<file path="src/rtl/otll_pkg.sv">
// Shared types, codes and helpers of the object text line loader.
package otll_pkg;

  // Fixed column layout of one listing line
  localparam int unsigned LineCols     = 29;
  localparam int unsigned PipeCol      = 28;
  localparam int unsigned DataCol      = 7;
  localparam int unsigned LastBlankCol = 27;
  localparam int unsigned MaxBytes     = 10;
  localparam int unsigned ColW         = 5;
  localparam int unsigned NbyteW       = 4;

  // Line queue between classifier and emitter
  localparam int unsigned QueueDepth   = 2;
  localparam int unsigned QueuePtrW    = (QueueDepth > 1) ? $clog2(QueueDepth) : 1;

  // Input actions
  localparam logic [1:0] ACT_CHAR = 2'd0;
  localparam logic [1:0] ACT_EOL  = 2'd1;
  localparam logic [1:0] ACT_EOF  = 2'd2;

  // Result kinds
  localparam logic [2:0] KIND_WRITE     = 3'd0;
  localparam logic [2:0] KIND_LINE_OK   = 3'd1;
  localparam logic [2:0] KIND_LINE_BAD  = 3'd2;
  localparam logic [2:0] KIND_LOAD_OK   = 3'd3;
  localparam logic [2:0] KIND_LOAD_FAIL = 3'd4;

  // Characters with a fixed role
  localparam logic [7:0] CH_SPACE = 8'h20;
  localparam logic [7:0] CH_PIPE  = 8'h7C;
  localparam logic [7:0] CH_COLON = 8'h3A;
  localparam logic [7:0] CH_ZERO  = 8'h30;
  localparam logic [7:0] CH_X     = 8'h78;

  typedef logic [NbyteW-1:0] nbyte_t;

  // One classified request for the back end: an optional burst of writes, then a status
  typedef struct packed {
    logic [2:0]                 kind;
    logic [11:0]                addr;
    nbyte_t                     nbytes;
    logic [MaxBytes-1:0][7:0]   data;
    logic [15:0]                line;
  } line_entry_t;

  // Decode one hex digit: bit 4 flags a valid digit, bits 3:0 give its value
  function automatic logic [4:0] hex_decode(input logic [7:0] c);
    logic [4:0] r;
    r = 5'd0;
    if (c >= 8'h30 && c <= 8'h39) begin
      r = {1'b1, 4'(c - 8'h30)};
    end else if (c >= 8'h61 && c <= 8'h66) begin
      r = {1'b1, 4'(c - 8'h57)};
    end else if (c >= 8'h41 && c <= 8'h46) begin
      r = {1'b1, 4'(c - 8'h37)};
    end
    return r;
  endfunction

endpackage

</file>
<file path="src/rtl/otll_front.sv">
// Front end: takes characters, checks each line column by column, queues verdicts.
module otll_front #(
  parameter int unsigned MEM_BYTES = 4096
) (
  input  logic                 clk_i,
  input  logic                 rst_ni,
  input  logic                 in_valid_i,
  output logic                 in_stall_o,
  input  logic [1:0]           action_i,
  input  logic [7:0]           char_code_i,
  output logic                 push_o,
  output otll_pkg::line_entry_t entry_o,
  input  logic                 full_i
);
  import otll_pkg::*;

  logic [ColW-1:0]  col_q, col_d;
  logic             blank_q, blank_d;
  logic             hdr_bad_q, hdr_bad_d;
  logic [11:0]      addr_q, addr_d;
  logic             run_q, run_d;
  logic             c7_blank_q, c7_blank_d;
  logic             pair_bad_q, pair_bad_d;
  logic             trail_bad_q, trail_bad_d;
  logic             tail8_bad_q, tail8_bad_d;
  logic             pipe_ok_q, pipe_ok_d;
  nbyte_t           n_q, n_d;
  logic [3:0]       hi_q, hi_d;
  logic [MaxBytes-1:0][7:0] bytes_q, bytes_d;
  logic [11:0]      prior_q, prior_d;
  logic             prior_valid_q, prior_valid_d;
  logic             failed_q, failed_d;
  logic [15:0]      line_cnt_q, line_cnt_d;

  logic        accept;
  logic [4:0]  hex;
  logic        is_hex;
  logic        is_space;
  logic        odd_col;
  logic [12:0] last_addr;
  logic        full_line;
  logic        addr_above;
  logic        in_range;
  logic        line_ok;
  logic        data_line;
  logic [15:0] line_next;

  assign accept     = in_valid_i && !full_i;
  assign in_stall_o = full_i;

  assign hex      = hex_decode(char_code_i);
  assign is_hex   = hex[4];
  assign is_space = (char_code_i == CH_SPACE);
  assign odd_col  = col_q[0];

  // Verdict of the line held so far
  assign last_addr  = 13'(addr_q) + 13'(n_q) - 13'd1;
  assign full_line  = (col_q == ColW'(LineCols)) && pipe_ok_q;
  assign addr_above = !prior_valid_q || (addr_q > prior_q);
  assign in_range   = 14'(last_addr) < 14'(MEM_BYTES);
  assign line_next  = (line_cnt_q == 16'hFFFF) ? line_cnt_q : line_cnt_q + 16'd1;

  always_comb begin
    line_ok   = 1'b0;
    data_line = 1'b0;
    if (!full_line) begin
      line_ok = 1'b0;
    end else if (blank_q) begin
      line_ok = 1'b1;
    end else if (hdr_bad_q) begin
      line_ok = 1'b0;
    end else if (c7_blank_q) begin
      line_ok = !tail8_bad_q;
    end else begin
      data_line = 1'b1;
      line_ok   = addr_above && !pair_bad_q && !trail_bad_q && in_range;
    end
  end

  // Build the queued request
  always_comb begin
    entry_o        = '0;
    entry_o.data   = bytes_q;
    entry_o.addr   = addr_q;
    if (action_i == ACT_EOF) begin
      entry_o.kind = failed_q ? KIND_LOAD_FAIL : KIND_LOAD_OK;
      entry_o.addr = 12'd0;
    end else begin
      entry_o.kind   = line_ok ? KIND_LINE_OK : KIND_LINE_BAD;
      entry_o.nbytes = (line_ok && data_line) ? n_q : '0;
      entry_o.line   = line_next;
    end
  end

  assign push_o = accept &&
                  ((action_i == ACT_EOL && !failed_q) || action_i == ACT_EOF);

  // Next state of line scan and load status
  always_comb begin
    col_d         = col_q;
    blank_d       = blank_q;
    hdr_bad_d     = hdr_bad_q;
    addr_d        = addr_q;
    run_d         = run_q;
    c7_blank_d    = c7_blank_q;
    pair_bad_d    = pair_bad_q;
    trail_bad_d   = trail_bad_q;
    tail8_bad_d   = tail8_bad_q;
    pipe_ok_d     = pipe_ok_q;
    n_d           = n_q;
    hi_d          = hi_q;
    bytes_d       = bytes_q;
    prior_d       = prior_q;
    prior_valid_d = prior_valid_q;
    failed_d      = failed_q;
    line_cnt_d    = line_cnt_q;

    if (accept) begin
      case (action_i)
        ACT_CHAR: begin
          if (col_q < ColW'(LineCols)) begin
            col_d = col_q + ColW'(1);
            // Comment line needs blanks in all columns before the bar
            if (col_q <= ColW'(LastBlankCol) && !is_space) begin
              blank_d = 1'b0;
            end
            // Header "0xHHH: "
            if (col_q == ColW'(0) && char_code_i != CH_ZERO) hdr_bad_d = 1'b1;
            if (col_q == ColW'(1) && char_code_i != CH_X)    hdr_bad_d = 1'b1;
            if (col_q >= ColW'(2) && col_q <= ColW'(4)) begin
              if (!is_hex) hdr_bad_d = 1'b1;
              addr_d = {addr_q[7:0], hex[3:0]};
            end
            if (col_q == ColW'(5) && char_code_i != CH_COLON) hdr_bad_d = 1'b1;
            if (col_q == ColW'(6) && !is_space)               hdr_bad_d = 1'b1;
            if (col_q == ColW'(DataCol) && is_space)          c7_blank_d = 1'b1;
            // Address-only line: blanks after the header
            if (col_q > ColW'(DataCol) && col_q <= ColW'(LastBlankCol) && !is_space) begin
              tail8_bad_d = 1'b1;
            end
            // Data run of hex pairs, then blanks
            if (col_q >= ColW'(DataCol) && col_q <= ColW'(LastBlankCol)) begin
              if (run_q) begin
                if (odd_col) begin
                  if (is_space) begin
                    run_d = 1'b0;
                  end else begin
                    if (!is_hex || col_q == ColW'(LastBlankCol)) pair_bad_d = 1'b1;
                    hi_d = hex[3:0];
                  end
                end else begin
                  if (!is_hex) begin
                    pair_bad_d = 1'b1;
                  end else if (n_q < NbyteW'(MaxBytes)) begin
                    bytes_d[n_q] = {hi_q, hex[3:0]};
                    n_d          = n_q + NbyteW'(1);
                  end
                end
              end else if (col_q < ColW'(LastBlankCol) && !is_space) begin
                trail_bad_d = 1'b1;
              end
            end
            if (col_q == ColW'(PipeCol)) pipe_ok_d = (char_code_i == CH_PIPE);
          end
        end
        ACT_EOL: begin
          line_cnt_d = line_next;
          if (!failed_q) begin
            if (!line_ok) begin
              failed_d = 1'b1;
            end else if (data_line) begin
              prior_d       = last_addr[11:0];
              prior_valid_d = 1'b1;
            end
          end
        end
        ACT_EOF: begin
          line_cnt_d    = 16'd0;
          failed_d      = 1'b0;
          prior_valid_d = 1'b0;
        end
        default: begin
        end
      endcase

      // Start a fresh line
      if (action_i == ACT_EOL || action_i == ACT_EOF) begin
        col_d       = '0;
        blank_d     = 1'b1;
        hdr_bad_d   = 1'b0;
        addr_d      = 12'd0;
        run_d       = 1'b1;
        c7_blank_d  = 1'b0;
        pair_bad_d  = 1'b0;
        trail_bad_d = 1'b0;
        tail8_bad_d = 1'b0;
        pipe_ok_d   = 1'b0;
        n_d         = '0;
      end
    end
  end

  always_ff @(posedge clk_i or negedge rst_ni) begin
    if (!rst_ni) begin
      col_q         <= '0;
      blank_q       <= 1'b1;
      hdr_bad_q     <= 1'b0;
      addr_q        <= 12'd0;
      run_q         <= 1'b1;
      c7_blank_q    <= 1'b0;
      pair_bad_q    <= 1'b0;
      trail_bad_q   <= 1'b0;
      tail8_bad_q   <= 1'b0;
      pipe_ok_q     <= 1'b0;
      n_q           <= '0;
      prior_q       <= 12'd0;
      prior_valid_q <= 1'b0;
      failed_q      <= 1'b0;
      line_cnt_q    <= 16'd0;
    end else begin
      col_q         <= col_d;
      blank_q       <= blank_d;
      hdr_bad_q     <= hdr_bad_d;
      addr_q        <= addr_d;
      run_q         <= run_d;
      c7_blank_q    <= c7_blank_d;
      pair_bad_q    <= pair_bad_d;
      trail_bad_q   <= trail_bad_d;
      tail8_bad_q   <= tail8_bad_d;
      pipe_ok_q     <= pipe_ok_d;
      n_q           <= n_d;
      prior_q       <= prior_d;
      prior_valid_q <= prior_valid_d;
      failed_q      <= failed_d;
      line_cnt_q    <= line_cnt_d;
    end
  end

  // Hold decoded bytes and pending high nibble
  always_ff @(posedge clk_i) begin
    hi_q    <= hi_d;
    bytes_q <= bytes_d;
  end

endmodule

</file>
<file path="src/rtl/otll_queue.sv">
// Short request queue between the line classifier and the result emitter.
module otll_queue (
  input  logic                  clk_i,
  input  logic                  rst_ni,
  input  logic                  push_i,
  input  otll_pkg::line_entry_t entry_i,
  output logic                  full_o,
  input  logic                  pop_i,
  output logic                  empty_o,
  output otll_pkg::line_entry_t head_o
);
  import otll_pkg::*;

  line_entry_t            slots_q [QueueDepth];
  logic [QueuePtrW-1:0]   wr_ptr_q, wr_ptr_d;
  logic [QueuePtrW-1:0]   rd_ptr_q, rd_ptr_d;
  logic [QueuePtrW:0]     count_q, count_d;

  assign full_o  = (count_q == (QueuePtrW+1)'(QueueDepth));
  assign empty_o = (count_q == '0);
  assign head_o  = slots_q[rd_ptr_q];

  // Advance pointers with wrap at the queue depth
  always_comb begin
    wr_ptr_d = wr_ptr_q;
    rd_ptr_d = rd_ptr_q;
    count_d  = count_q;
    if (push_i) begin
      wr_ptr_d = (wr_ptr_q == QueuePtrW'(QueueDepth - 1)) ? '0 : wr_ptr_q + QueuePtrW'(1);
    end
    if (pop_i) begin
      rd_ptr_d = (rd_ptr_q == QueuePtrW'(QueueDepth - 1)) ? '0 : rd_ptr_q + QueuePtrW'(1);
    end
    if (push_i && !pop_i) begin
      count_d = count_q + (QueuePtrW+1)'(1);
    end else if (pop_i && !push_i) begin
      count_d = count_q - (QueuePtrW+1)'(1);
    end
  end

  always_ff @(posedge clk_i or negedge rst_ni) begin
    if (!rst_ni) begin
      wr_ptr_q <= '0;
      rd_ptr_q <= '0;
      count_q  <= '0;
    end else begin
      wr_ptr_q <= wr_ptr_d;
      rd_ptr_q <= rd_ptr_d;
      count_q  <= count_d;
    end
  end

  // Store the pushed request
  always_ff @(posedge clk_i) begin
    if (push_i) begin
      slots_q[wr_ptr_q] <= entry_i;
    end
  end

`ifndef SYNTHESIS
  a_no_overflow: assert property (@(posedge clk_i) disable iff (!rst_ni)
    full_o |-> !push_i)
    else $error("queue push while full");

  a_no_underflow: assert property (@(posedge clk_i) disable iff (!rst_ni)
    empty_o |-> !pop_i)
    else $error("queue pop while empty");
`endif

endmodule

</file>
<file path="src/rtl/otll_back.sv">
// Back end: expands queued requests into memory writes and a status, one per unstalled cycle.
module otll_back (
  input  logic                  clk_i,
  input  logic                  rst_ni,
  input  logic                  empty_i,
  input  otll_pkg::line_entry_t head_i,
  output logic                  pop_o,
  output logic                  out_valid_o,
  input  logic                  out_stall_i,
  output logic [2:0]            kind_o,
  output logic [11:0]           mem_address_o,
  output logic [7:0]            mem_byte_o,
  output logic [15:0]           line_number_o,
  output logic                  last_of_run_o
);
  import otll_pkg::*;

  nbyte_t      idx_q, idx_d;
  logic        out_valid_q, out_valid_d;
  logic [2:0]  kind_q, kind_d;
  logic [11:0] addr_q, addr_d;
  logic [7:0]  byte_q, byte_d;
  logic [15:0] line_q, line_d;
  logic        last_q, last_d;

  logic out_free;
  logic emit;
  logic more;

  assign out_free = !out_valid_q || !out_stall_i;
  assign emit     = !empty_i && out_free;
  assign more     = idx_q < head_i.nbytes;
  assign pop_o    = emit && !more;

  // Pick the next result of the head request
  always_comb begin
    idx_d       = idx_q;
    out_valid_d = out_valid_q;
    kind_d      = kind_q;
    addr_d      = addr_q;
    byte_d      = byte_q;
    line_d      = line_q;
    last_d      = last_q;
    if (out_free) begin
      out_valid_d = emit;
    end
    if (emit) begin
      if (more) begin
        kind_d = KIND_WRITE;
        addr_d = 12'(head_i.addr + 12'(idx_q));
        byte_d = head_i.data[idx_q];
        line_d = 16'd0;
        last_d = 1'b0;
        idx_d  = idx_q + NbyteW'(1);
      end else begin
        kind_d = head_i.kind;
        addr_d = 12'd0;
        byte_d = 8'd0;
        line_d = head_i.line;
        last_d = 1'b1;
        idx_d  = '0;
      end
    end
  end

  always_ff @(posedge clk_i or negedge rst_ni) begin
    if (!rst_ni) begin
      idx_q       <= '0;
      out_valid_q <= 1'b0;
    end else begin
      idx_q       <= idx_d;
      out_valid_q <= out_valid_d;
    end
  end

  // Hold the result payload
  always_ff @(posedge clk_i) begin
    kind_q <= kind_d;
    addr_q <= addr_d;
    byte_q <= byte_d;
    line_q <= line_d;
    last_q <= last_d;
  end

  assign out_valid_o   = out_valid_q;
  assign kind_o        = kind_q;
  assign mem_address_o = addr_q;
  assign mem_byte_o    = byte_q;
  assign line_number_o = line_q;
  assign last_of_run_o = last_q;

`ifndef SYNTHESIS
  a_idx_bound: assert property (@(posedge clk_i) disable iff (!rst_ni)
    !empty_i |-> idx_q <= head_i.nbytes)
    else $error("byte index past request length");

  a_write_not_last: assert property (@(posedge clk_i) disable iff (!rst_ni)
    (out_valid_q && kind_q == KIND_WRITE) |-> !last_q)
    else $error("memory write flagged as last of run");

  a_pop_restarts: assert property (@(posedge clk_i) disable iff (!rst_ni)
    pop_o |=> idx_q == '0)
    else $error("byte index not cleared after request done");
`endif

endmodule

</file>
<file path="src/rtl/object_text_line_loader_unit.sv">
// Top level of the object text line loader: classifier, line queue and result emitter.
// One character, end of line or end of file is taken per clock. Each line is checked
// column by column as it arrives, so its verdict is ready on the end-of-line cycle and
// goes into a two-entry request queue. The emitter then drains one result per cycle,
// unless the output stalls, through the output register: a data line of n bytes gives
// n memory writes and one status result, at most eleven results per line, while the next
// line's characters keep arriving. Input stalls only while the request queue is full,
// that is with a request waiting behind one whose burst is still draining: an end of file
// or a short line soon after a data line, or requests piling up behind a stalled output.
module object_text_line_loader_unit #(
  parameter int unsigned MEM_BYTES = 4096
) (
  input  logic        clk_i,
  input  logic        rst_ni,
  input  logic        in_valid_i,
  output logic        in_stall_o,
  input  logic [1:0]  action_i,
  input  logic [7:0]  char_code_i,
  output logic        out_valid_o,
  input  logic        out_stall_i,
  output logic [2:0]  kind_o,
  output logic [11:0] mem_address_o,
  output logic [7:0]  mem_byte_o,
  output logic [15:0] line_number_o,
  output logic        last_of_run_o
);
  import otll_pkg::*;

  logic        push;
  logic        pop;
  logic        full;
  logic        empty;
  line_entry_t entry;
  line_entry_t head;

  otll_front #(
    .MEM_BYTES(MEM_BYTES)
  ) u_front (
    .clk_i       (clk_i),
    .rst_ni      (rst_ni),
    .in_valid_i  (in_valid_i),
    .in_stall_o  (in_stall_o),
    .action_i    (action_i),
    .char_code_i (char_code_i),
    .push_o      (push),
    .entry_o     (entry),
    .full_i      (full)
  );

  otll_queue u_queue (
    .clk_i   (clk_i),
    .rst_ni  (rst_ni),
    .push_i  (push),
    .entry_i (entry),
    .full_o  (full),
    .pop_i   (pop),
    .empty_o (empty),
    .head_o  (head)
  );

  otll_back u_back (
    .clk_i         (clk_i),
    .rst_ni        (rst_ni),
    .empty_i       (empty),
    .head_i        (head),
    .pop_o         (pop),
    .out_valid_o   (out_valid_o),
    .out_stall_i   (out_stall_i),
    .kind_o        (kind_o),
    .mem_address_o (mem_address_o),
    .mem_byte_o    (mem_byte_o),
    .line_number_o (line_number_o),
    .last_of_run_o (last_of_run_o)
  );

endmodule
</file>
<file path="config.mk">
export PLATFORM = sky130hd
export DESIGN_NAME = object_text_line_loader_unit
export DESIGN_NICKNAME = d
export VERILOG_FILES = /design/src/rtl/otll_pkg.sv /design/src/rtl/otll_front.sv /design/src/rtl/otll_queue.sv /design/src/rtl/otll_back.sv /design/src/rtl/object_text_line_loader_unit.sv
export SDC_FILE = /design/constraint.sdc
export NUM_CORES = 1
export LEC_CHECK = 0
export BUFFER_PORTS_ARGS = -buffer_cell sky130_fd_sc_hd__clkbuf_2
export CAP_MARGIN = 20
export CORE_MARGIN = 2
export CORE_UTILIZATION = 51
export DETAILED_ROUTE_END_ITERATION = 6
export MAX_ROUTING_LAYER = met4
export PLACE_DENSITY = 0.68
export SLEW_MARGIN = 5
export SYNTH_ARGS = -nofsm -noshare
export SYNTH_HDL_FRONTEND = slang
export SYNTH_SLANG_ARGS = --single-unit
</file>
<file path="constraint.sdc">
create_clock -name clk_i -period 11.6 [get_ports clk_i]
set_input_delay 1.74 -clock clk_i [delete_from_list [all_inputs] [get_ports clk_i]]
set_output_delay 1.74 -clock clk_i [all_outputs]
set_load 0.03 [all_outputs]
</file>
==> results.cfg <==
[status]
status = finished clean

[logic_synthesis]
async_flop_share_pct = 16.1
syn-num-nets = 1240
seq_area_frac_synth_pct = 69.4
ys_warn_count = 0
synth_cells = 1170
synth_top_area_share_pct = 59.8
yosys-top-cells-area = edfxtp_1 (60%), dfrtp_1 (9.3%), mux4_2 (6.1%)
synth_area_leader_cell = edfxtp_1
synth_seq_cells = 422
syn_area_per_cell_sq_um = 15.2
synthFlopType = edfxtp_1
synth_edf_count = 354
ys_types = 71
synthesis.area_sq_um = 17800

[hold_path]
min_from = u_front.entry_o[79]$_DFFE_PP_
min_path_type = flop to flop
min_path_cells = 0
whs_endpoint = u_queue.slots_q[0][79]$_DFFE_PP_

[setup_path]
crit_path_max_incr_delay_ns = 0.75
cp_num_buf_inv = 5
reg2reg_depth = 11
arrival_ns = 4.54
crit_path_end_kind = flop
path_delay_family = buffers and inverters
cpMaxStageDelayCell = buf_4
crit_path_max_fanout = 61
r2r_start = u_queue.rd_ptr_q$_DFFE_PN0P_
crit_type = primary input to flop
reg2reg_setup_slack_ns = 7.37
required_ns = 11.76
cp_cell_sequence = clkbuf_2, inv_1, ha_1, buf_4, o21ai_0, inv_1, and2_4, buf_4
start_kind = primary input
reg2reg_to = u_queue.count_q[1]$_DFFE_PN0P_

[final_layout]
drive_above_1_share_pct = 15.4
syn_to_final_growth_pct = 11.9
fin_cells = 1725
final_nets = 1306

[run]
drv_cap = 0

[floorplan]
num_io_pins = 56
die_x_um = 191
row_count = 68
fp.dieArea_sq_um = 36400
core_sq_um = 34500
die_h_um = 191
start_util_pct = 51.6

[routing]
drtIter0Drc = 922
top_layer = met4
vias = 9658
ant_nets = 0
drt_first_pass_iters = 5
drc = 0
finalWirelength_um = 33900
wl_met2_um = 15700
detail_route.vias_per_cell = 5.60
wl_per_cell_um = 19.7
wl_met1_um = 16100
wl_met3_um = 1620

[power]
power.density_nw_per_um2 = 226
power_mw = 4.49
leakage_nw = 7.36
irDropWorstVdd_mv = 0.137

[grt]
antenna_found_initial = 0
grt_max_degree = 69
grt_use_total_pct = 19.7
grt-ovfl-total = 0
grt_pass1_wl_um = 52900
grt_pass1_vias = 9344

[sta]
worstMarginPinSlew_ns = 0.961
fin_crit_ns = 4.39
finClkSkew_ns = 0.0213
timing.final.crit_share_pct = 37.8
setup_viol_count_final = 0
slew_headroom_pct = 35.9
slew_violations = 0
tns_ns = 0
rsz0062_at_grt = false
setup_ws_ns = 7.21
final_hold_viol_count = 0
clock.fmax_ghz = 0.228

[clocking]
htree_num_levels = 2
path_clk_slew_ns = 0.06
clk_latency_ns = 0.54
cts_root_buffer = clkbuf_16
post_cts_resized = 0
cts_buffer_depth = 3
cts_made_buffers = 42
post-cts-setup-buffer-count = 0
postCtsHoldBufs = 0
cts_tree = done
cts_sinks = 422

[placement]
gp_congestion = 0.832
numPortBuffers = 55
dp.cells = 1645
place_ws_ns = 6.65
hpwl_um = 22100
[cells in the final DEF, fill, tap and decap left out, types with 43 or more instances in the layout]
cell and instances:
inv_1 61, ha_1 54, clkbuf_2 55, clkbuf_16 43
nor2_1 111, mux2i_1 43, a21oi_1 43, edfxtp_1 354
dfrtp_1 64, mux4_2 48, nand2_1 70
[per-stage QoR]
stage	area, sq um	utilization [%]	hold slack [ns]
finish	19900	57.7	0.434
CTS	19900	57.7	0.432
floorplan	17800	-	0.421
global placement	18500	53.7	0.422
global route	19900	57.7	0.439
detailed placement	18500	53.7	0.429
[report_power, final]
group	internal [mW]	switching, mW	total, mW
logic	0.448	0.706	1.15
registers	1.87	0.135	2.01
clock network	0.778	0.556	1.33
[registers in the layout, indices dropped and copies added, names as in the netlist, 2 cells and up]
register / cells
u_back.mem_byte_o: 8
u_front.n_q: 4
u_back.kind_o: 3
u_front.hi_q: 4
u_queue.count_q: 2
u_front.entry_o: 80
u_back.line_number_o: 16
u_front.addr_q: 12
u_back.mem_address_o: 12
u_queue.slots_q: 230
u_front.prior_q: 12
u_front.line_cnt_q: 16
u_back.idx_q: 4
u_front.col_q: 5
[layer usage]
layer / track usage [%] / up-vias
li1: - / 4527
met1: 29.2 / 4832
met2: 29.5 / 251
met3: 2.45 / 48
met4: 4.38 / 0
met5: - / -
[cell usage after synthesis, types with 2 or more instances]
cell and instances:
nor3_1 17, o21ai_0 40, buf_4 2, o21a_1 7, xor2_1 16, nor2b_1 8
edfxtp_1 354, dfrtp_1 66, nand4_1 9, a31oi_1 8, buf_1 4, mux4_2 48
mux2i_1 43, nand2b_1 4, a22o_1 13, or3_1 7, o21bai_1 4, a211oi_1 4
and3_1 6, nand2_1 70, mux2_2 9, and2_1 20, nor3b_1 2, nor4b_1 2
buf_2 7, o21ai_1 2, nor2_1 112, fa_1 2, a21oi_1 43, xnor2_1 17
ha_1 54, nand3_1 22, dfstp_2 2, a21o_1 8, a21boi_0 2, o31ai_1 3
clkbuf_1 30, inv_1 62, nor4_1 6, o211ai_1 4
[layout make-up]
cell class              instances  area [sq um]
fillers                      2669         14600
flip-flops and latches        422         12300
multi-input cells             641          5030
clock buffers                  52          1120
well taps                     455           569
repair buffers                 66           355
clock inverters                25           241
inverters                      63           236
diodes                          1          2.50
[cell families (layout without fill, tap and decap cells)]
logic type | after synthesis | in the layout | synth area share (%)
adders and majority gates | 56 | 56 | 4.03
and+or+nand+nor | 293 | 293 | 7.70
buffers and inverters | 107 | 206 | 2.39
muxes | 101 | 101 | 9.15
AOI/OAI and AO/OA | 158 | 158 | 5.74
xor gates and xnor gates | 33 | 33 | 1.63
other | 0 | 1 | 0
DFF | 422 | 422 | 69.4
[worst max-delay path by stage]
| stage | start | to | slack [ns] | cells past startpoint |
|---|---|---|---|---|
| CTS | action_i[0] | u_queue.slots_q[1][8]$_DFFE_PP_ | 7.20 | 8 |
| detailed placement | action_i[0] | u_queue.slots_q[1][1]$_DFFE_PP_ | 6.65 | 8 |
| floorplan | action_i[1] | u_queue.slots_q[0][0]$_DFFE_PP_ | 3.96 | 5 |
| global placement | action_i[0] | u_queue.slots_q[1][110]$_DFFE_PP_ | 6.68 | 8 |
| finish | action_i[0] | u_queue.slots_q[1][9]$_DFFE_PP_ | 7.21 | 8 |
| global route | action_i[0] | u_queue.slots_q[1][1]$_DFFE_PP_ | 6.93 | 8 |
(Power assumes the default switching activity.)
